File: src/sv/bpa_pkg.sv
// Shared types and codes for the buffer pool slot manager.
// Used by the scan cells, the controller, the top level and the checker.
`timescale 1ns / 1ps
`default_nettype none

package bpa_pkg;

	localparam logic [1:0] KIND_ALLOC    = 2'd0;
	localparam logic [1:0] KIND_LOOKUP   = 2'd1;
	localparam logic [1:0] KIND_SETDIRTY = 2'd2;
	localparam logic [1:0] KIND_NONE     = 2'd3;

	localparam logic [1:0] STATUS_OK   = 2'd0;
	localparam logic [1:0] STATUS_OOB  = 2'd1;
	localparam logic [1:0] STATUS_MISS = 2'd2;

	localparam logic [15:0] AGE_MAX = 16'hFFFF;

	typedef enum logic [1:0] {
		ST_IDLE,
		ST_SCAN,
		ST_FINISH
	} state_t;

	typedef enum logic {
		OP_INSTALL,
		OP_MARK
	} cmt_op_t;

	// Request held steady while the scan token runs down the cells.
	typedef struct packed {
		logic [1:0]  kind;
		logic [15:0] blk;
	} sreq_t;

	// Running result carried by the scan token from cell to cell.
	typedef struct packed {
		logic        valid;
		logic        free_found;
		logic        best_valid;
		logic [15:0] best_age;
		logic        best_dirty;
		logic [15:0] best_blk;
		logic        match_found;
	} tok_t;

	// Broadcast from the controller at the end of a scan.
	typedef struct packed {
		logic        en;
		cmt_op_t     op;
		logic [15:0] blk;
	} cmt_t;

	typedef struct packed {
		logic [1:0]  status;
		logic [4:0]  slot;
		logic        wb_valid;
		logic [15:0] wb_block;
	} rsp_t;

endpackage

`default_nettype wire

File: src/sv/bpa_cell.sv
// One buffer slot: occupied, dirty, age and held block, plus one stage of the
// scan token chain. Depends on bpa_pkg.
`timescale 1ns / 1ps
`default_nettype none

module bpa_cell #(
	parameter int IW  = 5,
	parameter int IDX = 0
) (
	input  wire             clk,
	input  wire             arst_n,
	input  bpa_pkg::sreq_t  sreq,
	input  bpa_pkg::cmt_t   cmt,
	input  wire [IW-1:0]    cmt_idx,
	input  bpa_pkg::tok_t   tok_i,
	input  wire [IW-1:0]    free_idx_i,
	input  wire [IW-1:0]    best_idx_i,
	input  wire [IW-1:0]    match_idx_i,
	output bpa_pkg::tok_t   tok_o,
	output logic [IW-1:0]   free_idx_o,
	output logic [IW-1:0]   best_idx_o,
	output logic [IW-1:0]   match_idx_o
);
	import bpa_pkg::*;

	logic        occ_q;
	logic        dirty_q;
	logic [15:0] age_q;
	logic [15:0] blk_q;

	logic [15:0]   aged;
	logic          is_alloc;
	logic          hit;
	tok_t          t;
	logic [IW-1:0] fi, bi, mi;
	tok_t          tok_q;
	logic [IW-1:0] free_idx_q, best_idx_q, match_idx_q;

	assign aged     = (occ_q && age_q != AGE_MAX) ? age_q + 16'd1 : age_q;
	assign is_alloc = (sreq.kind == KIND_ALLOC);
	assign hit      = cmt.en && (cmt_idx == IW'(IDX));

	always_comb begin
		t  = tok_i;
		fi = free_idx_i;
		bi = best_idx_i;
		mi = match_idx_i;
		if (tok_i.valid) begin
			if (is_alloc) begin
				if (!occ_q && !tok_i.free_found) begin
					t.free_found = 1'b1;
					fi = IW'(IDX);
				end
				// Strictly greater keeps the lowest slot on a tie.
				if (occ_q && (!tok_i.best_valid || aged > tok_i.best_age)) begin
					t.best_valid = 1'b1;
					t.best_age   = aged;
					t.best_dirty = dirty_q;
					t.best_blk   = blk_q;
					bi = IW'(IDX);
				end
			end else if (occ_q && blk_q == sreq.blk && !tok_i.match_found) begin
				t.match_found = 1'b1;
				mi = IW'(IDX);
			end
		end
	end

	always_ff @(posedge clk or negedge arst_n) begin
		if (!arst_n) begin
			tok_q <= '0;
		end else begin
			tok_q <= t;
		end
	end

	always_ff @(posedge clk) begin
		free_idx_q  <= fi;
		best_idx_q  <= bi;
		match_idx_q <= mi;
	end

	always_ff @(posedge clk or negedge arst_n) begin
		if (!arst_n) begin
			occ_q   <= 1'b0;
			dirty_q <= 1'b0;
			age_q   <= 16'd0;
		end else begin
			if (tok_i.valid && is_alloc) begin
				age_q <= aged;
			end
			if (hit) begin
				case (cmt.op)
					OP_INSTALL: begin
						occ_q   <= 1'b1;
						dirty_q <= 1'b0;
						age_q   <= 16'd0;
					end
					OP_MARK: dirty_q <= 1'b1;
					default: ;
				endcase
			end
		end
	end

	always_ff @(posedge clk) begin
		if (hit && cmt.op == OP_INSTALL) begin
			blk_q <= cmt.blk;
		end
	end

	assign tok_o       = tok_q;
	assign free_idx_o  = free_idx_q;
	assign best_idx_o  = best_idx_q;
	assign match_idx_o = match_idx_q;

endmodule

`default_nettype wire

File: config.mk
export PLATFORM = sky130hd
export DESIGN_NAME = bpa_cell
export DESIGN_NICKNAME = d
export VERILOG_FILES = /design/src/sv/bpa_pkg.sv /design/src/sv/bpa_cell.sv
export SDC_FILE = /design/constraint.sdc
export NUM_CORES = 1
export LEC_CHECK = 0
export ABC_CLOCK_PERIOD_IN_PS = 4900
export BUFFER_PORTS_ARGS = -buffer_cell sky130_fd_sc_hd__buf_2
export CAP_MARGIN = 10
export CELL_PAD_IN_SITES_DETAIL_PLACEMENT = 0
export CELL_PAD_IN_SITES_GLOBAL_PLACEMENT = 1
export CORE_MARGIN = 10
export CORE_UTILIZATION = 38
export DETAILED_ROUTE_END_ITERATION = 8
export PLACE_DENSITY_LB_ADDON = 0.1
export REMOVE_ABC_BUFFERS = 1
export SYNTH_ARGS = -nofsm -noshare
export SYNTH_HDL_FRONTEND = slang
export SYNTH_SLANG_ARGS = --single-unit
File: constraint.sdc
create_clock -name clk -period 4.9 [get_ports clk]
set_input_delay 0.98 -clock clk [delete_from_list [all_inputs] [get_ports clk]]
set_output_delay 0.98 -clock clk [all_outputs]
set_load 0.005 [all_outputs]
# Word-level counts from Yosys, hierarchy flattened
# Cells that the tools add are included.
# word_totals
reg_bits	86
output_inout_bits	52
elab_cells	55
# classes
reduce_logical	16
n_mux	20
n_bitwise	1
n_addsub	1
magnitude_cmp	1
eq_ne	2
# ops
op	count
2-to-1 mux 16 bit	4
2-to-1 mux 5 bit	9
2-to-1 mux 36 bit	1
2-to-1 mux 35 bit	1
2-to-1 mux 34 bit	1
adder 16 x 1 -> 16 bit, second input constant	1
== test 16 bit	1
> comparator 16 bit	1
inequality test 16 bit, second input constant	1
logical AND 1 bit	8
zero test 5 bit	1
zero test 1 bit	4
2-to-1 mux 1 bit	3
zero test 2 bit	1
one-hot mux 1 bit (2 select lines)	1
AND reduction 2 bit	1
logical OR 1 bit	1
inverter 1 bit	1

# Logic depth before layout (Yosys ltp)
# depth
depth_word	9
ltp_mapped	15
depth_no_buf	11

# Worst setup path after synthesis
# Ideal clock, no wire load.
# synth_path
path_type	register to register
startpoint	reg age_q[2]
endpoint	reg tok_q, in the netlist tok_o[20]
path_buffers	2
path_stages_with_launch	13
t_required_ns	4.775
t_arrival_ns	3.265
setup_ns	0.125
path_slack_ns	1.510
path_cell_list	dfrtp_1 > nand4_2 > or2_2 > nor4_1 > mux2_2 > ha_1 > nand4_1 > nor3_1 > a21boi_0 > o31a_1 > buf_2 > buf_4 > mux2_2
# synth_rtl
item	line	rtl
from (decl)	bpa_cell.sv:28	logic [15:0] age_q;
from (signal assigned)	bpa_cell.sv:90	age_q <= aged;
to (signal assigned)	bpa_cell.sv:73	tok_q <= t;
to (decl)	bpa_cell.sv:36	tok_t tok_q;

==> flow_summary.rst <==
.. list-table::
   :header-rows: 1

   * - Metric
     - Value
   * - Worst vdd ir
     - approximately 0.14 mV
   * - Count of max-cap constraint violations
     - 0
   * - Layout Nets
     - 615
   * - Worst stage delay on the critical path
     - about 550 ps
   * - Combined area of all synthesized cells
     - roughly 0.0042 sq mm
   * - Result of the run
     - finished clean
   * - Crit-path slowest cell
     - dfrtp_1
   * - Total DRC errors in the routed layout
     - 0
   * - Fin crit share
     - between 80% and 90%
   * - Area of all placed cells without fillers
     - between 0.005 and 0.006 sq mm
   * - Count of port buffers added during placement
     - 146
   * - Pin count of the biggest net entering global routing
     - 56
   * - Number of vias per cell
     - approximately 4.8
   * - Initial standard-cell utilization of the core
     - between 30% and 40%
   * - Worst-case clock buffer depth
     - 2
   * - Endpoint kind of the worst setup timing path
     - flop
   * - Worst hold path startpoint
     - dirty_q
   * - Worst flop-to-flop path startpoint
     - age_q[4]
   * - Global placer's final weighted congestion
     - 0.808
   * - Highest Clock Rate
     - between 200 and 250 MHz
   * - Critical path data arrival time
     - ~4300 ps
   * - Top FF cell, synth
     - dfrtp_1
   * - Worst skew pair latency
     - approximately 360 ps
   * - Core outline area
     - 0.0108 sq mm
   * - Count of cells along the worst hold path
     - 1
   * - Number of nets with antenna violations after detailed routing
     - 0
   * - Number of top-level pins
     - approximately 150
   * - Unique masters post-synth
     - 48
   * - LEAKAGE
     - around 2.4 nW
   * - Multiplexer share of the synthesized area
     - around a tenth
   * - Post-route non-filler standard cell count
     - 648
   * - Startpoint-to-endpoint class of the critical path
     - flop to flop
   * - Post-Synth Simple-Gate Area
     - roughly 14%
   * - Synthesized-area fraction occupied by adder cells
     - 5.11%
   * - Most Frequent Cell on Critical Path
     - mux2_2
   * - Compound-Gate Fraction of Synth Area
     - between 7 and 8%
   * - Via Count
     - ~3100
   * - Placed cell count
     - 632
   * - H-Tree Level Count
     - 3
   * - Gates resized, CTS repair
     - 0
   * - PnR worst setup slack
     - ~840 ps
   * - Slew @ Worst Pin
     - roughly 730 ps
   * - Post-DP HPWL
     - slightly above 8000 microns
   * - Count of mapped cells out of synthesis
     - around 350
   * - Post-route setup TNS
     - 0 ps
   * - Type of element launching the critical path
     - flop
   * - Endpoint of the worst hold-timing path
     - dirty_q
   * - Total of endpoints with negative setup slack in the final report
     - 0
   * - GRT Total Usage
     - 13.7%
   * - Worst hold slack after final layout
     - 512 ps
   * - Async S/R FF share, synth
     - between 60% and 70%
   * - Clock transition at the registers of the reported paths
     - about 90 ps
   * - Fraction of final layout cells with drive strength greater than 1
     - between 40 and 50%
   * - Crit path cell chain
     - and4_1 -> nand3_4 -> nor4_1 -> mux2_2 -> ha_1 -> nand4_1 -> nor3_1 -> a21boi_0 -> o31a_2 -> buf_12 -> mux2_2
   * - Buffer cell driving the clock tree root
     - clkbuf_8
   * - Critical path origin
     - age_q[4]
   * - Initial antenna violation count
     - 0
   * - Post CTS Setup Buffer Count
     - 0
   * - Layout overhead on the synthesized area
     - 25.7%
   * - Largest family of logic cells by synthesized area
     - simple AND/OR/NAND/NOR gates
   * - Full die area
     - between 0.015 and 0.02 sq mm
   * - RSZ-0062 raised after global routing
     - no
   * - Number of global-route vias before repair
     - about 3300
   * - Final Total Pwr
     - 1.48 mW
   * - Final min period
     - about 4100 ps
   * - DIE WIDTH
     - around 120 microns
   * - Cts-stage hold buffer count
     - 0
   * - Synth Warn #
     - 0
   * - Total of flip-flops plus latches after synthesis
     - 86
   * - Largest fanout on the critical path
     - 21
   * - Xor/xnor cell area share of the yosys netlist
     - 7.79%
   * - Cells on worst reg2reg path
     - 11
   * - Number of buffers created by CTS
     - 9
   * - Antenna Diode Count
     - 0
   * - Final slew viol count
     - 0
   * - Clock tree from TritonCTS
     - yes
   * - Synth Area per Inst
     - 11.8 sq um
   * - Pwr Density
     - between 200 and 300 mW/mm^2
   * - Total wire length
     - between 10000 and 15000 microns
   * - Overflow left after global routing
     - 0
   * - Headroom to the max-slew limit
     - 51.1%
   * - Average wire per cell in the routed design
     - roughly 16 microns
   * - Type of the worst min-delay path
     - flop to flop
   * - Count of filler cells inserted in the layout
     - a little over 1000
   * - Sequential area share after synthesis
     - 51.8%
   * - Core utilization of the finished layout
     - between 40% and 50%
   * - Area after DPL
     - roughly 0.0050 sq mm
   * - Worst clock skew on the final layout
     - between 10 and 15 ps
   * - Iteration-0 DRC count of the detailed router
     - between 150 and 200
   * - FF-to-FF setup slack
     - approximately 840 ps
   * - Drt pass-1 iters
     - 4
   * - Height of the die
     - ~120 microns
   * - Number of placement rows
     - 38
   * - Endpoint of the lowest-slack register-to-register path
     - tok_o[24]
   * - Wire length of the first global-routing pass
     - 17200 microns
   * - Final-report hold violation count
     - 0
   * - CP required
     - about 5100 ps
   * - Minimum setup slack after placement
     - 838 ps
   * - CTS sink cnt
     - 86
   * - Number of flops mapped to enable cells by yosys
     - 16
cells by family (layout without fill, tap and decap cells):
kind of cell	count (synthesis)	count (layout)
multiplexers	37	37
buffers and inverters	32	186
AND/OR/NAND/NOR	101	101
XOR/XNOR	37	37
adder cells (fa/ha/maj)	17	17
flip-flops	86	86
AO/OA/AOI/OAI	44	44
state kept, by name, summed over array words and instances, names as in the netlist:
| register | count |
|---|---|
| best_idx_o | 5 |
| blk_q | 16 |
| match_idx_o | 5 |
| tok_o | 37 |
| dirty_q | 1 |
| age_q | 16 |
| occ_q | 1 |
| free_idx_o | 5 |
cell type report:
class	instances	area [sq um]	share of cell area [%]
sequential	86	2160	41.2
multi-input combinational	236	1850	35.4
timing repair buffer	150	773	14.8
tap	140	175	3.35
clock buffer	10	149	2.85
inverter	20	75.1	1.44
clock inverter	6	50.0	0.957
worst max path at each step:
stage,end,cells after the start
finish,tok_o[24],11
global route,tok_o[24],12
CTS,tok_o[5],11
detailed placement,tok_o[5],11
global placement,tok_o[23],11
floorplan,tok_o[10],10
worst max-delay path, delay by kind of cell (launching register included):
kind	cells	cell delay [ps]
AO/OA/AOI/OAI	2	690
adder cells (fa/ha/maj)	1	290
buffers and inverters	1	230
flip-flops	1	550
multiplexers	2	750
AND/OR/NAND/NOR	5	1400
where the power goes:
| part | switching [mW] | total (mW) | internal, mW |
|---|---|---|---|
| clock network | 0.272 | 0.494 | 0.222 |
| logic | 0.0928 | 0.198 | 0.105 |
| registers | 0.0265 | 0.789 | 0.762 |
layer usage:
layer  track usage, %  wire length, microns  vias to the layer above
met2             22.2                  5040                       94
met3             4.30                   706                       12
met5                0                     0                        -
met4             5.62                   159                        0
li1                 -                     -                     1556
met1             16.4                  4690                     1433
cell usage in the layout, fill, tap and decap left out, drive strengths merged, types with 3 or more instances in the layout:
| master | netlist | layout |
|---|---|---|
| and2b | 4 | 4 |
| nor4 | 8 | 8 |
| nor3 | 6 | 6 |
| xnor2 | 17 | 17 |
| and3 | 3 | 3 |
| xor2 | 20 | 20 |
| a31oi | 4 | 4 |
| nand2 | 13 | 13 |
| nand3 | 9 | 9 |
| nand4 | 9 | 9 |
| nor2 | 23 | 23 |
| dfxtp | 15 | 15 |
| inv | 20 | 23 |
| clkbuf | 2 | 10 |
| buf | 10 | 150 |
| and4 | 4 | 4 |
| a21oi | 10 | 10 |
| ha | 17 | 17 |
| mux2 | 35 | 35 |
| a21o | 3 | 3 |
| o21ai | 7 | 7 |
| edfxtp | 16 | 16 |
| o2111ai | 6 | 6 |
| dfrtp | 55 | 55 |
| nor2b | 12 | 12 |
cell usage after synthesis (3+ instances only):
| cell | n | area, sq um |
|---|---|---|
| a21oi_1 | 10 | 50.1 |
| nand4_1 | 8 | 50.1 |
| edfxtp_1 | 16 | 480 |
| nor2b_1 | 12 | 75.1 |
| nor4_1 | 6 | 37.5 |
| nand2_1 | 13 | 48.8 |
| o21ai_0 | 7 | 35.0 |
| xnor2_1 | 17 | 149 |
| and2b_1 | 4 | 30.0 |
| mux2_2 | 35 | 394 |
| a21o_1 | 3 | 22.5 |
| and3_1 | 3 | 18.8 |
| nor2_1 | 23 | 86.3 |
| inv_1 | 20 | 75.1 |
| dfxtp_1 | 15 | 300 |
| dfrtp_1 | 55 | 1380 |
| buf_2 | 4 | 20.0 |
| nand3_1 | 8 | 40.0 |
| xor2_1 | 20 | 175 |
| ha_1 | 17 | 213 |
| buf_4 | 4 | 30.0 |
| a31oi_1 | 4 | 25.0 |
| and4_1 | 4 | 35.0 |
| nor3_1 | 6 | 30.0 |
| o2111ai_1 | 6 | 52.6 |
No activity file was read; power rests on OpenSTA's default activity.
