[config.mk]
export PLATFORM = sky130hd
export DESIGN_NAME = bpa_ctrl_flat
export DESIGN_NICKNAME = d
export VERILOG_FILES = /design/src/sv/bpa_pkg.sv /design/src/sv/bpa_req_if.sv /design/src/sv/bpa_rsp_if.sv /design/src/sv/bpa_ctrl.sv /design/src/flat_wrapper.sv
export SDC_FILE = /design/constraint.sdc
export NUM_CORES = 1
export LEC_CHECK = 0
export BUFFER_PORTS_ARGS = -buffer_cell sky130_fd_sc_hd__buf_4
export CAP_MARGIN = 15
export CORE_MARGIN = 2
export CORE_UTILIZATION = 46
export CTS_CLUSTER_SIZE = 24
export DETAILED_ROUTE_END_ITERATION = 16
export GPL_ROUTABILITY_DRIVEN = 0
export GPL_TIMING_DRIVEN = 0
export PLACE_DENSITY = 0.89
export SETUP_SLACK_MARGIN = 0.1
export SYNTH_ARGS = -nofsm -noshare
export SYNTH_HDL_FRONTEND = slang
export SYNTH_SLANG_ARGS = --single-unit
[constraint.sdc]
create_clock -name clk -period 4.01 [get_ports clk]
set_input_delay 0.2005 -clock clk [delete_from_list [all_inputs] [get_ports clk]]
set_output_delay 0.2005 -clock clk [all_outputs]
set_load 0.01 [all_outputs]
[src/sv/bpa_pkg.sv]
// Shared types and codes for the buffer pool slot manager.
// Used by the scan cells, the controller, the top level and the checker.
`timescale 1ns / 1ps
`default_nettype none

package bpa_pkg;

	localparam logic [1:0] KIND_ALLOC    = 2'd0;
	localparam logic [1:0] KIND_LOOKUP   = 2'd1;
	localparam logic [1:0] KIND_SETDIRTY = 2'd2;
	localparam logic [1:0] KIND_NONE     = 2'd3;

	localparam logic [1:0] STATUS_OK   = 2'd0;
	localparam logic [1:0] STATUS_OOB  = 2'd1;
	localparam logic [1:0] STATUS_MISS = 2'd2;

	localparam logic [15:0] AGE_MAX = 16'hFFFF;

	typedef enum logic [1:0] {
		ST_IDLE,
		ST_SCAN,
		ST_FINISH
	} state_t;

	typedef enum logic {
		OP_INSTALL,
		OP_MARK
	} cmt_op_t;

	// Request held steady while the scan token runs down the cells.
	typedef struct packed {
		logic [1:0]  kind;
		logic [15:0] blk;
	} sreq_t;

	// Running result carried by the scan token from cell to cell.
	typedef struct packed {
		logic        valid;
		logic        free_found;
		logic        best_valid;
		logic [15:0] best_age;
		logic        best_dirty;
		logic [15:0] best_blk;
		logic        match_found;
	} tok_t;

	// Broadcast from the controller at the end of a scan.
	typedef struct packed {
		logic        en;
		cmt_op_t     op;
		logic [15:0] blk;
	} cmt_t;

	typedef struct packed {
		logic [1:0]  status;
		logic [4:0]  slot;
		logic        wb_valid;
		logic [15:0] wb_block;
	} rsp_t;

endpackage

`default_nettype wire

[src/sv/bpa_req_if.sv]
// Request channel: valid/ready handshake with kind and block number.
// Standalone; no package needed.
`timescale 1ns / 1ps
`default_nettype none

interface bpa_req_if;
	logic        valid;
	logic        ready;
	logic [1:0]  kind;
	logic [15:0] block_num;

	modport source (output valid, output kind, output block_num, input ready);
	modport sink   (input valid, input kind, input block_num, output ready);
endinterface

`default_nettype wire

[src/sv/bpa_rsp_if.sv]
// Response channel: valid/ready handshake with status, slot and writeback.
// Standalone; no package needed.
`timescale 1ns / 1ps
`default_nettype none

interface bpa_rsp_if;
	logic        valid;
	logic        ready;
	logic [1:0]  status;
	logic [4:0]  slot;
	logic        writeback_valid;
	logic [15:0] writeback_block;

	modport source (output valid, output status, output slot, output writeback_valid,
		output writeback_block, input ready);
	modport sink   (input valid, input status, input slot, input writeback_valid,
		input writeback_block, output ready);
endinterface

`default_nettype wire

[src/sv/bpa_ctrl.sv]
// Request sequencer: accepts items, launches the scan token, turns the token
// that leaves the last cell into a slot update and a response. Depends on
// bpa_pkg, bpa_req_if and bpa_rsp_if.
`timescale 1ns / 1ps
`default_nettype none

module bpa_ctrl #(
	parameter int IW          = 5,
	parameter int BLOCK_COUNT = 8192
) (
	input  wire             clk,
	input  wire             arst_n,
	bpa_req_if.sink         req,
	bpa_rsp_if.source       rsp,
	output bpa_pkg::sreq_t  sreq,
	output logic            launch,
	output bpa_pkg::cmt_t   cmt,
	output logic [IW-1:0]   cmt_idx,
	input  bpa_pkg::tok_t   tok_end,
	input  wire [IW-1:0]    free_idx_end,
	input  wire [IW-1:0]    best_idx_end,
	input  wire [IW-1:0]    match_idx_end
);
	import bpa_pkg::*;

	state_t state_q, state_d;
	sreq_t  sreq_q;
	logic   launch_q;
	rsp_t   res_q, res_d, out_q;
	logic   out_valid_q;

	logic accept, immediate, oob, out_free, load_out, load_res;
	rsp_t imm_rsp, scan_rsp;
	logic [IW-1:0] victim;

	assign oob = ({1'b0, req.block_num} >= 17'(BLOCK_COUNT)) && (req.kind != KIND_NONE);
	assign immediate = oob || (req.kind == KIND_NONE);
	assign out_free  = !out_valid_q || rsp.ready;

	always_comb begin
		imm_rsp        = '0;
		imm_rsp.status = oob ? STATUS_OOB : STATUS_OK;
	end

	// Result and slot update once the token has visited every cell.
	always_comb begin
		scan_rsp = '0;
		cmt      = '0;
		cmt_idx  = '0;
		victim   = tok_end.free_found ? free_idx_end : best_idx_end;
		if (sreq_q.kind == KIND_ALLOC) begin
			scan_rsp.slot = 5'(victim);
			if (!tok_end.free_found && tok_end.best_dirty) begin
				scan_rsp.wb_valid = 1'b1;
				scan_rsp.wb_block = tok_end.best_blk;
			end
			cmt.en  = tok_end.valid;
			cmt.op  = OP_INSTALL;
			cmt.blk = sreq_q.blk;
			cmt_idx = victim;
		end else if (tok_end.match_found) begin
			scan_rsp.slot = 5'(match_idx_end);
			cmt.en  = tok_end.valid && (sreq_q.kind == KIND_SETDIRTY);
			cmt.op  = OP_MARK;
			cmt_idx = match_idx_end;
		end else begin
			scan_rsp.status = STATUS_MISS;
		end
	end

	always_comb begin
		state_d = state_q;
		case (state_q)
			ST_IDLE:   if (req.valid) state_d = immediate ? ST_FINISH : ST_SCAN;
			ST_SCAN:   if (tok_end.valid) state_d = out_free ? ST_IDLE : ST_FINISH;
			ST_FINISH: if (out_free) state_d = ST_IDLE;
			default:   state_d = ST_IDLE;
		endcase
	end

	always_comb begin
		req.ready = 1'b0;
		load_out  = 1'b0;
		load_res  = 1'b0;
		res_d     = res_q;
		case (state_q)
			ST_IDLE: begin
				req.ready = 1'b1;
				load_res  = req.valid;
				res_d     = imm_rsp;
			end
			ST_SCAN: begin
				load_res = tok_end.valid;
				load_out = tok_end.valid && out_free;
				res_d    = scan_rsp;
			end
			ST_FINISH: begin
				load_out = out_free;
			end
			default: ;
		endcase
	end

	assign accept = req.valid && req.ready;

	always_ff @(posedge clk or negedge arst_n) begin
		if (!arst_n) begin
			state_q     <= ST_IDLE;
			launch_q    <= 1'b0;
			out_valid_q <= 1'b0;
		end else begin
			state_q  <= state_d;
			launch_q <= accept && !immediate;
			if (load_out) begin
				out_valid_q <= 1'b1;
			end else if (rsp.ready) begin
				out_valid_q <= 1'b0;
			end
		end
	end

	always_ff @(posedge clk) begin
		if (accept) begin
			sreq_q <= '{kind: req.kind, blk: req.block_num};
		end
		if (load_res) begin
			res_q <= res_d;
		end
		if (load_out) begin
			out_q <= (state_q == ST_SCAN) ? scan_rsp : res_q;
		end
	end

	assign sreq   = sreq_q;
	assign launch = launch_q;

	assign rsp.valid           = out_valid_q;
	assign rsp.status          = out_q.status;
	assign rsp.slot            = out_q.slot;
	assign rsp.writeback_valid = out_q.wb_valid;
	assign rsp.writeback_block = out_q.wb_block;

endmodule

`default_nettype wire

[src/flat_wrapper.sv]
// flat-port wrapper written by rule: the top's interface ports become plain ports
module bpa_ctrl_flat import bpa_pkg::*;
#(
	parameter int IW          = 5,
	parameter int BLOCK_COUNT = 8192
)
  (clk, arst_n, sreq, launch, cmt, cmt_idx, tok_end, free_idx_end, best_idx_end, match_idx_end, req_valid, req_kind, req_block_num, req_ready, rsp_valid, rsp_status, rsp_slot, rsp_writeback_valid, rsp_writeback_block, rsp_ready);
  bpa_req_if req_i ();
  bpa_rsp_if rsp_i ();
  input  wire clk;
  input  wire arst_n;
  output bpa_pkg::sreq_t sreq;
  output logic launch;
  output bpa_pkg::cmt_t cmt;
  output logic [IW-1:0] cmt_idx;
  input  bpa_pkg::tok_t tok_end;
  input  wire [IW-1:0] free_idx_end;
  input  wire [IW-1:0] best_idx_end;
  input  wire [IW-1:0] match_idx_end;
  input wire logic [$bits(req_i.valid)-1:0] req_valid;
  input wire logic [$bits(req_i.kind)-1:0] req_kind;
  input wire logic [$bits(req_i.block_num)-1:0] req_block_num;
  output wire logic [$bits(req_i.ready)-1:0] req_ready;
  output wire logic [$bits(rsp_i.valid)-1:0] rsp_valid;
  output wire logic [$bits(rsp_i.status)-1:0] rsp_status;
  output wire logic [$bits(rsp_i.slot)-1:0] rsp_slot;
  output wire logic [$bits(rsp_i.writeback_valid)-1:0] rsp_writeback_valid;
  output wire logic [$bits(rsp_i.writeback_block)-1:0] rsp_writeback_block;
  input wire logic [$bits(rsp_i.ready)-1:0] rsp_ready;
  assign req_i.valid = req_valid;
  assign req_i.kind = req_kind;
  assign req_i.block_num = req_block_num;
  assign req_ready = req_i.ready;
  assign rsp_valid = rsp_i.valid;
  assign rsp_status = rsp_i.status;
  assign rsp_slot = rsp_i.slot;
  assign rsp_writeback_valid = rsp_i.writeback_valid;
  assign rsp_writeback_block = rsp_i.writeback_block;
  assign rsp_i.ready = rsp_ready;
  bpa_ctrl #(.IW(IW), .BLOCK_COUNT(BLOCK_COUNT)) u_core (.clk(clk), .arst_n(arst_n), .req(req_i), .rsp(rsp_i), .sreq(sreq), .launch(launch), .cmt(cmt), .cmt_idx(cmt_idx), .tok_end(tok_end), .free_idx_end(free_idx_end), .best_idx_end(best_idx_end), .match_idx_end(match_idx_end));
endmodule
# Word level (Yosys, flattened, before mapping)
# Index checks and enable logic that the tools add are counted.
[totals] ff_bits=70 out_inout_bits=68
[op_classes] n_lt_le_gt_ge=1 eq_ne=8 mux=24 n_reduce_logical=17
[op_table] cell="$pmux 24 s2" count=1
[op_table] cell="$mux 17" count=2
[op_table] cell="$mux 24" count=1
[op_table] cell="$mux 2" count=9
[op_table] cell="$ge 16x14->1 const B" count=1
[op_table] cell="$mux 16" count=1
[op_table] cell="$mux 5" count=3
[op_table] cell="$eq 2x2->1 const B" count=3
[op_table] cell="$logic_and 1x1->1" count=6
[op_table] cell="$ne 2x2->1 const B" count=3
[op_table] cell="$pmux 2 s3" count=1
[op_table] cell="$logic_not 2->1" count=2
[op_table] cell="$mux 1" count=4
[op_table] cell="$pmux 1 s2" count=2
[op_table] cell="$reduce_bool 2->1" count=2
[op_table] cell="$logic_not 1->1" count=3
[op_table] cell="$reduce_and 3->1" count=1
[op_table] cell="$eq 2x1->1 const B" count=1
[op_table] cell="$logic_or 1x1->1" count=2
[op_table] cell="$ne 2x1->1 const B" count=1
[op_table] cell="$reduce_and 2->1" count=1

# Logic depth before layout (Yosys ltp)
# Gate-level depths: netlist of the first run.
[logic_depth] depth_word=6 mapped_depth=7 ltp_nobuf=5

# Worst setup path after synthesis of the first run
# Ideal clock, no wire load.
[synth_path] path_kind="reg2reg" startpoint="register u_core.state_q[1]" endpoint="register u_core.res_q[0] in the netlist's numbering (enable)" setup_time_ns=0.438 t_arrival_ns=2.738 t_required_ns=3.572 setup_slack_ns=0.834 path_stages_with_launch=7 n_path_buf=2 period_less_slack_ns=3.176 path_cell_list="dfrtp_1 -> inv_1 -> ha_1 -> buf_2 -> inv_1 -> clkbuf_1 -> o21ai_0"
[synth_between] elab_chain_cells=3 word_cells_on_any_way=5 cone_classes="1 x eq/ne; 1 x mux; 3 x reduce/logical"
[synth_rtl] element="start: declaration" line="bpa_ctrl.sv:26" text="state_t state_q, state_d;"
[synth_rtl] element="start signal: assignment" line="bpa_ctrl.sv:112" text="state_q <= state_d;"
[synth_rtl] element="$eq 2x1->1 or $logic_not 2->1 (tied branches)" line="bpa_ctrl.sv:86" text="case (state_q)"
[synth_rtl] element="$pmux 1 s2 or $reduce_bool 2->1 (tied branches)"
[synth_rtl] element="$reduce_and 2->1 (no source line) (*)"
[synth_rtl] element="end signal: assignment" line="bpa_ctrl.sv:127" text="res_q <= res_d;"
[synth_rtl] element="end: declaration" line="bpa_ctrl.sv:29" text="rsp_t res_q, res_d, out_q;"
# Mark *: on every way between the ends. The rest lies on a longest branch, timed or not.
# A chain may end at the register's enable or synchronous reset.

# Final worst setup path of the first run
[layout_path] startpoint="register u_core.state_q[1]" endpoint="register u_core.res_q[1] in the netlist's numbering (enable)"
# Same word-level chain as after synthesis.

==> results_tabular.tex, run 1 <==
\begin{tabular}{lr}
\hline
Metric & Value \\
\hline
\multicolumn{2}{l}{\textbf{Outcome}} \\
\quad Status & complete, no violations \\
\multicolumn{2}{l}{\textbf{Min path}} \\
\quad Min-Delay Path Class & primary input to flop \\
\multicolumn{2}{l}{\textbf{Floorplanning}} \\
\quad Floorplan core area & 6350 sq um \\
\quad Die area & 7210 sq um \\
\quad Initial Utilization & 47.4\% \\
\quad Number of core rows & 29 \\
\quad Y dimension of the die & 84.9 microns \\
\quad Number of primary I/O pins & 142 \\
\quad Die X-Extent & 84.9 microns \\
\multicolumn{2}{l}{\textbf{Clock tree}} \\
\quad TritonCTS buffer count & 9 \\
\quad TritonCTS Sinks & 70 \\
\quad Buffer depth of the longest clock path & 2 \\
\quad Clock-pin slew of the registers on the worst-case setup and hold paths & approximately 0.070 ns \\
\quad Number of H-tree levels & 3 \\
\quad Clock tree from TritonCTS & done \\
\quad Post-CTS sizing & 0 \\
\quad CTS root buffer & clkbuf\_8 \\
\quad Worst skew pair latency & 0.33 ns \\
\multicolumn{2}{l}{\textbf{Synthesis}} \\
\quad Post-synthesis instance total & 199 \\
\quad Average size of a mapped cell & about 15 sq um \\
\quad Seq/Total Area, Yosys & 69.2\% \\
\quad Cell Area, Synth & 3010 sq um \\
\quad YS warnings & 0 \\
\quad Synth Net Count & 276 \\
\quad Post-synth cell types & 30 \\
\quad FF+latch count, synth & 70 \\
\multicolumn{2}{l}{\textbf{Routing}} \\
\quad Drt wl/cell & 16.2 microns \\
\quad Total iterations of the first detailed-routing run & 4 \\
\quad Initial drt markers & slightly above 60 \\
\quad Via density per instance & 5.03 \\
\quad Number of remaining DRC errors & 0 \\
\quad Total detailed-routing wirelength & 6790 microns \\
\quad Number of antenna-violating nets in the routed design & 0 \\
\quad Vias after detailed routing & around 2.1k \\
\multicolumn{2}{l}{\textbf{Layout}} \\
\quad Share of post-route cells with drive strength above 1 & 49.6\% \\
\quad Final Util & 67.5\% \\
\quad Nets@finish & between 400 and 500 \\
\quad Post-route standard cell area excluding fillers & 4290 sq um \\
\quad Ant diodes & 0 \\
\quad P\&R area growth vs syn & 42.5\% \\
\multicolumn{2}{l}{\textbf{Pwr}} \\
\quad Sequential share of power & 46.3\% \\
\quad Static leakage & $\sim$1.8 nW \\
\quad Part of the total power dissipated in combinational logic & 28.2\% \\
\quad Sw Share & 27.6\% \\
\quad Cell-internal power & 1.72 mW \\
\quad Clock power share & 25.5\% \\
\quad Switching power summed over all nets & 0.655 mW \\
\quad Pwr per Cell Area & 553 nW/um\^{}2 \\
\quad IR drop worst, VDD & 0.362 mV \\
\multicolumn{2}{l}{\textbf{Setup path}} \\
\quad Nature of the critical path startpoint & flop \\
\quad Worst EP arrival & 2.39 ns \\
\quad Critical path start-end classification & flop to flop \\
\quad Maximum net fanout on the critical path & 13 \\
\quad Capturing element type of the critical path & flop \\
\quad Critical path data required time & 4.04 ns \\
\multicolumn{2}{l}{\textbf{Run}} \\
\quad Max-cap violation count & 0 \\
\multicolumn{2}{l}{\textbf{GRT}} \\
\quad Global router's overall resource usage & 19.1\% \\
\quad Number of antenna violations at the first check in global routing & 0 \\
\quad Global-route wire length before repair & $\sim$10000 microns \\
\quad Via count of the first global-routing pass & 2147 \\
\quad Total congestion overflow after global routing & 0 \\
\quad Pin count of the biggest net entering global routing & 19 \\
\multicolumn{2}{l}{\textbf{Placed design}} \\
\quad Worst slack at placement & 1.63 ns \\
\quad Placed cell areas & 4070 sq um \\
\quad Count of port buffers added during placement & 123 \\
\quad Dpl hpwl & 5150 microns \\
\multicolumn{2}{l}{\textbf{Timing}} \\
\quad Maximum operating frequency & 0.423 GHz \\
\quad Final Critical Period & 2.36 ns \\
\quad Worst slew margin relative to its limit & 52.2\% \\
\quad Worst setup margin & around 1.6 ns \\
\quad Setup repair after global routing missed its margin & no \\
\quad Transition time at the pin with the least slew margin & approximately 0.7 ns \\
\quad Number of endpoints failing setup at the final stage & 0 \\
\quad Worst Skew & around 0.0096 ns \\
\quad Number of pins with negative max-slew slack in the final report & 0 \\
\quad Period utilization & between 50\% and 60\% \\
\quad Final TNS setup & 0 ns \\
\quad Hold Fails Final Rpt & 0 \\
\hline
\end{tabular}
-- repair_timing --
item / CTS / global route
endpoints found under the hold margin: 4 / 0
buffers inserted: 0 / 0
hold buffers: 1 / 0
-- final cells by class --
| cell class | count | area [sq um] |
|---|---|---|
| Inverter | 6 | 22.5 |
| Clock buffer | 10 | 128 |
| Multi-Input combinational cell | 107 | 793 |
| Fill cell | 464 | 2060 |
| Timing Repair Buffer | 126 | 963 |
| Sequential cell | 70 | 2080 |
| Tap cell | 77 | 96.3 |
| Buffer | 16 | 119 |
| Clock inverter | 6 | 85.1 |
-- synthesized netlist by cell type --
library cell | instances | share of area (%)
edfxtp_1 | 66 | 66
and2_1 | 37 | 7.7
a22o_2 | 9 | 3.0
a22o_1 | 7 | 2.0
o21ai_0 | 7 | 1.2
inv_1 | 6 | 0.75
buf_4 | 5 | 1.2
buf_6 | 5 | 1.9
mux2_2 | 5 | 1.9
mux2i_1 | 5 | 1.7
nand2_1 | 5 | 0.62
o211ai_1 | 5 | 1.2
clkbuf_1 | 4 | 0.50
dfrtp_1 | 4 | 3.3
nor2_1 | 4 | 0.50
a21o_1 | 3 | 0.75
ha_1 | 3 | 1.2
nand2b_1 | 3 | 0.62
a211oi_1 | 2 | 0.50
buf_2 | 2 | 0.33
nor2b_1 | 2 | 0.42
nor3_1 | 2 | 0.33
a2111o_1 | 1 | 0.37
a31o_2 | 1 | 0.29
a31oi_1 | 1 | 0.21
a41oi_1 | 1 | 0.29
nand3b_1 | 1 | 0.25
nor3_4 | 1 | 0.54
o31ai_1 | 1 | 0.25
or2_4 | 1 | 0.29
-- registers in the layout, summed over array words and instances (netlist names) --
name,cells
u_core.launch,1
u_core.rsp.slot,5
u_core.rsp.valid,1
u_core.rsp.writeback_block,16
u_core.state_q,2
u_core.res_q,24
u_core.rsp.status,2
u_core.sreq,18
u_core.rsp.writeback_valid,1
-- power groups by stage --
stage	clock (mW)	combinational, mW	sequential [mW]
floorplan	0	0.250	1.17
global placement	0	0.622	1.12
detailed placement	0	0.672	1.11
CTS	0.614	0.675	1.10
global route	0.650	0.718	1.11
finish	0.605	0.668	1.10
-- kinds of logic after synthesis --
kind of cell | Yosys count | share of synthesized area (%)
multiplexers | 10 | 3.53
AND/OR/NAND/NOR | 56 | 11.3
AO/OA/AOI/OAI | 38 | 10.1
flip-flops | 70 | 69.2
buffers and inverters | 22 | 4.70
adder cells (fa/ha/maj) | 3 | 1.25
-- final timing paths --
kind | startpoint | to | slack [ns] | cells past startpoint
max | u_core.state_q[1] | u_core.res_q[1] | 1.65 | 7
min | req_block_num[2] | u_core.sreq[2] | 0.04 | 1
max reg2reg | u_core.state_q[1] | u_core.res_q[1] | 1.65 | 7
min reg2reg | u_core.res_q[16] | u_core.rsp.writeback_valid | 0.52 | 1
max in group asynchronous | arst_n | u_core.state_q[0] | 3.71 | 2
min in group asynchronous | arst_n | u_core.state_q[1] | 0.20 | 2
-- worst max-delay path, stage by stage, from the launching register on --
cell and delay, ns:
dfrtp_1 0.40, inv_1 0.09, ha_1 0.14, buf_2 0.19
inv_1 0.07, clkbuf_1 0.26, o21ai_2 0.66, buf_8 0.24
-- through the flow --
stage               hold slack [ns]  instances  total power, mW
floorplan                   -0.0951        199             1.42
global placement           -0.00157        399             1.74
detailed placement        -0.000277        401             1.78
CTS                          0.0306        418             2.39
global route                 0.0191        418             2.48
finish                       0.0429        418             2.37
-- layer usage --
layer,vias to the layer above,track usage [%],routed length [microns]
met5,-,0,0
met4,0,7.36,95
met3,10,5.64,506
met2,97,34.2,3560
met1,990,21.5,2620
li1,1007,-,-
-- placed cells by master (no fill, tap or decap), drive strengths merged, types with 3 or more instances in the layout --
cell,instances
mux2,5
o21ai,7
ha,3
edfxtp,66
clkbuf,14
o211ai,5
buf,137
a22o,16
nor3,3
inv,7
nor2,4
a21o,3
mux2i,5
clkinv,3
nand2b,3
dfrtp,4
and2,37
nand2,5
(Power assumes the default switching activity.)
==> run 2: changes to the inputs <==
- CORE_UTILIZATION: 46 -> 42
- PLACE_DENSITY: 0.89 -> 0.86
- clock period: 4.01 -> 2.1 ns (I/O delays scaled with it)
==> results_tabular.tex, run 2 (same netlist as run 1, synthesis figures left out) <==
\begin{tabular}{lr}
\hline
Metric & Value \\
\hline
\multicolumn{2}{l}{\textbf{Setup path}} \\
\quad Worst EP arrival & 1.82 ns (was 2.39 ns) \\
\quad Capturing element type of the critical path & primary output (was flop) \\
\quad Critical path start-end classification & flop to primary output (was flop to flop) \\
\quad Critical path data required time & 2.00 ns (was 4.04 ns) \\
\quad Maximum net fanout on the critical path & 10 (was 13) \\
\quad Nature of the critical path startpoint & flop (unchanged) \\
\quad Flop-to-flop setup slack & 0.24 ns (was 1.65 ns) \\
\multicolumn{2}{l}{\textbf{Layout}} \\
\quad P\&R area growth vs syn & 53.0\% (was 42.5\%) \\
\quad Share of post-route cells with drive strength above 1 & 49.7\% (was 49.6\%) \\
\quad Non-filler cells, final & 460 (was 418) \\
\quad Nets@finish & 436 (was 413) \\
\quad Most common cell after layout, fill and taps aside & buf\_4 (unchanged) \\
\quad Ant diodes & 0 (unchanged) \\
\quad Largest reg by FF count & u\_core.res\_q (unchanged) \\
\quad Commonest cells after routing, fill and taps aside & 131 x buf\_4, 66 x edfxtp\_1, 37 x and2\_1, 19 x dlygate4sd3\_1 (was 128 x buf\_4, 66 x edfxtp\_1, 37 x and2\_1, 9 x a22o\_2, 9 x clkbuf\_8) \\
\quad Fillers & 485 (was 464) \\
\quad Post-route standard cell area excluding fillers & 4610 sq um (was 4290 sq um) \\
\quad Max reg flops & 24 (unchanged) \\
\multicolumn{2}{l}{\textbf{Placed design}} \\
\quad Count of placed standard cells including taps & 418 (was 401) \\
\quad Dpl hpwl & 4930 microns (was 5150 microns) \\
\quad Placed cell areas & 4070 sq um (about the same) \\
\quad Count of port buffers added during placement & 123 (unchanged) \\
\multicolumn{2}{l}{\textbf{Timing}} \\
\quad Transition time at the pin with the least slew margin & 0.603 ns (was 0.717 ns) \\
\quad Worst Skew & 0.00961 ns (was 0.00962 ns) \\
\quad Setup repair after global routing missed its margin & yes (was no) \\
\quad Worst slew margin relative to its limit & 59.7\% (was 52.2\%) \\
\quad Number of pins with negative max-slew slack in the final report & 0 (unchanged) \\
\quad Maximum operating frequency & a little over 0.5 GHz \\
\quad Number of endpoints failing setup at the final stage & 0 (unchanged) \\
\quad Final Critical Period & 1.92 ns \\
\quad Period utilization & 91.6\% \\
\quad Hold Fails Final Rpt & 0 (unchanged) \\
\multicolumn{2}{l}{\textbf{Routing}} \\
\quad Total detailed-routing wirelength & 7540 microns (was 6790 microns) \\
\quad Total iterations of the first detailed-routing run & 4 (unchanged) \\
\quad Number of remaining DRC errors & 0 (unchanged) \\
\quad Sum of met2 wire segment lengths after detailed routing & 3920 microns (was 3560 microns) \\
\quad Routed metal-1 wirelength & 3010 microns (was 2620 microns) \\
\quad Routed met3 length & 518 microns (was 506 microns) \\
\quad Initial drt markers & 108 (was 61) \\
\quad Vias after detailed routing & 2248 (was 2104) \\
\quad Drt wl/cell & 16.4 microns (was 16.2 microns) \\
\quad Number of antenna-violating nets in the routed design & 0 (unchanged) \\
\quad Top routing layer in use & met4 (unchanged) \\
\quad Via density per instance & 4.89 (was 5.03) \\
\multicolumn{2}{l}{\textbf{GRT}} \\
\quad Pin count of the biggest net entering global routing & 25 (was 19) \\
\quad Total congestion overflow after global routing & 0 (unchanged) \\
\quad Number of antenna violations at the first check in global routing & 0 (unchanged) \\
\quad Global router's overall resource usage & 19.2\% (was 19.1\%) \\
\quad Via count of the first global-routing pass & 2287 (was 2147) \\
\quad Global-route wire length before repair & 11000 microns (was 10500 microns) \\
\multicolumn{2}{l}{\textbf{Floorplanning}} \\
\quad Number of primary I/O pins & 142 (unchanged) \\
\quad Y dimension of the die & 88.7 microns (was 84.9 microns) \\
\quad Die area & 7860 sq um (was 7210 sq um) \\
\quad Initial Utilization & 43.8\% (was 47.4\%) \\
\quad Floorplan core area & 6870 sq um (was 6350 sq um) \\
\quad Number of core rows & 30 (was 29) \\
\quad Die X-Extent & 88.7 microns (was 84.9 microns) \\
\multicolumn{2}{l}{\textbf{Clock tree}} \\
\quad TritonCTS Sinks & 70 (unchanged) \\
\quad Clock-pin slew of the registers on the worst-case setup and hold paths & 0.08 ns (was 0.07 ns) \\
\quad TritonCTS buffer count & 9 (unchanged) \\
\quad Worst skew pair latency & 0.33 ns (about the same) \\
\quad CTS root buffer & clkbuf\_8 (unchanged) \\
\quad Buffer depth of the longest clock path & 2 (unchanged) \\
\quad Number of H-tree levels & 3 (unchanged) \\
\quad Clock tree from TritonCTS & done (unchanged) \\
\multicolumn{2}{l}{\textbf{Pwr}} \\
\quad Power Total & 4.80 mW (was 2.37 mW) \\
\quad IR drop worst, VDD & 0.588 mV (was 0.362 mV) \\
\quad Pwr per Cell Area & 1040 nW/um\^{}2 (was 553 nW/um\^{}2) \\
\quad Static leakage & 1.95 nW (was 1.83 nW) \\
\multicolumn{2}{l}{\textbf{Min path}} \\
\quad Min-Delay Path Class & primary input to flop (unchanged) \\
\multicolumn{2}{l}{\textbf{Outcome}} \\
\quad Status & complete, no violations (unchanged) \\
\multicolumn{2}{l}{\textbf{Run}} \\
\quad Max-cap violation count & 0 (unchanged) \\
\hline
\end{tabular}
==> run 2: where the power goes <==
part	leakage (nW)	switching (mW)	internal, mW	total, mW
Clock	0.124	0.509	0.795	1.30
Combinational	1.15	0.712	0.695	1.41
Sequential	0.677	0.119	1.98	2.09
Total	1.95	1.34	3.47	4.80
==> run 2: final cells by class <==
cell class | instances | area, sq um | share of cell area (%)
plain buffers | 16 | 121 | 2.63
clock buffers | 9 | 124 | 2.69
clock inverters | 7 | 121 | 2.63
multi-input cells | 109 | 836 | 18.1
inverters | 6 | 26.3 | 0.570
repair buffers | 147 | 1180 | 25.5
well taps | 96 | 120 | 2.61
flip-flops and latches | 70 | 2080 | 45.2
==> run 2: worst paths after layout <==
kind / start / to / cells past startpoint
max: u_core.sreq[16] / cmt[6] / 5
min: tok_end[7] / u_core.res_q[6] / 2
max reg2reg: u_core.state_q[1] / u_core.rsp.slot[0] / 6
min reg2reg: u_core.res_q[23] / u_core.rsp.status[1] / 1
max in group asynchronous: arst_n / u_core.state_q[1] / 2
min in group asynchronous: arst_n / u_core.state_q[0] / 2
==> run 2: stage by stage <==
stage | utilization (%) | setup TNS [ns] | setup WS (ns) | hold slack (ns)
4_1_cts | 66.5 | 0 | 0.118 | 0.0492
3_3_place_gp | 59.2 | -7.94 | -0.185 | -0.0976
2_1_floorplan | - | 0 | 0.158 | -0.191
6_report | 67.1 | 0 | 0.176 | 0.0603
5_1_grt | 67.1 | 0 | 0.0920 | 0.0467
3_5_place_dp | 59.2 | -10.25 | -0.252 | -0.0966
==> run 2: critical path, stage by stage (launching register included) <==
cell and delay [ns]:
edfxtp_1 0.42, buf_2 0.19, nor2_2 0.31, clkbuf_2 0.28
and2_1 0.17, buf_4 0.12
==> run 2: repair_timing <==
| action | CTS | global route |
|---|---|---|
| gates cloned | 1 | 1 |
| hold buffers | 19 | 0 |
| setup buffers | 4 | 1 |
| endpoints found under the hold margin | 22 | 0 |
| pin swaps | 2 | 0 |
| setup endpoints to repair | 58 | 73 |
| gates resized for setup | 4 | 8 |
==> run 2: routing by layer <==
| layer | GRT usage (%) | vias up |
|---|---|---|
| met5 | 0 | - |
| met1 | 22.7 | 1084 |
| met4 | 6.20 | 0 |
| met3 | 5.88 | 6 |
| met2 | 33.3 | 99 |
| li1 | - | 1059 |
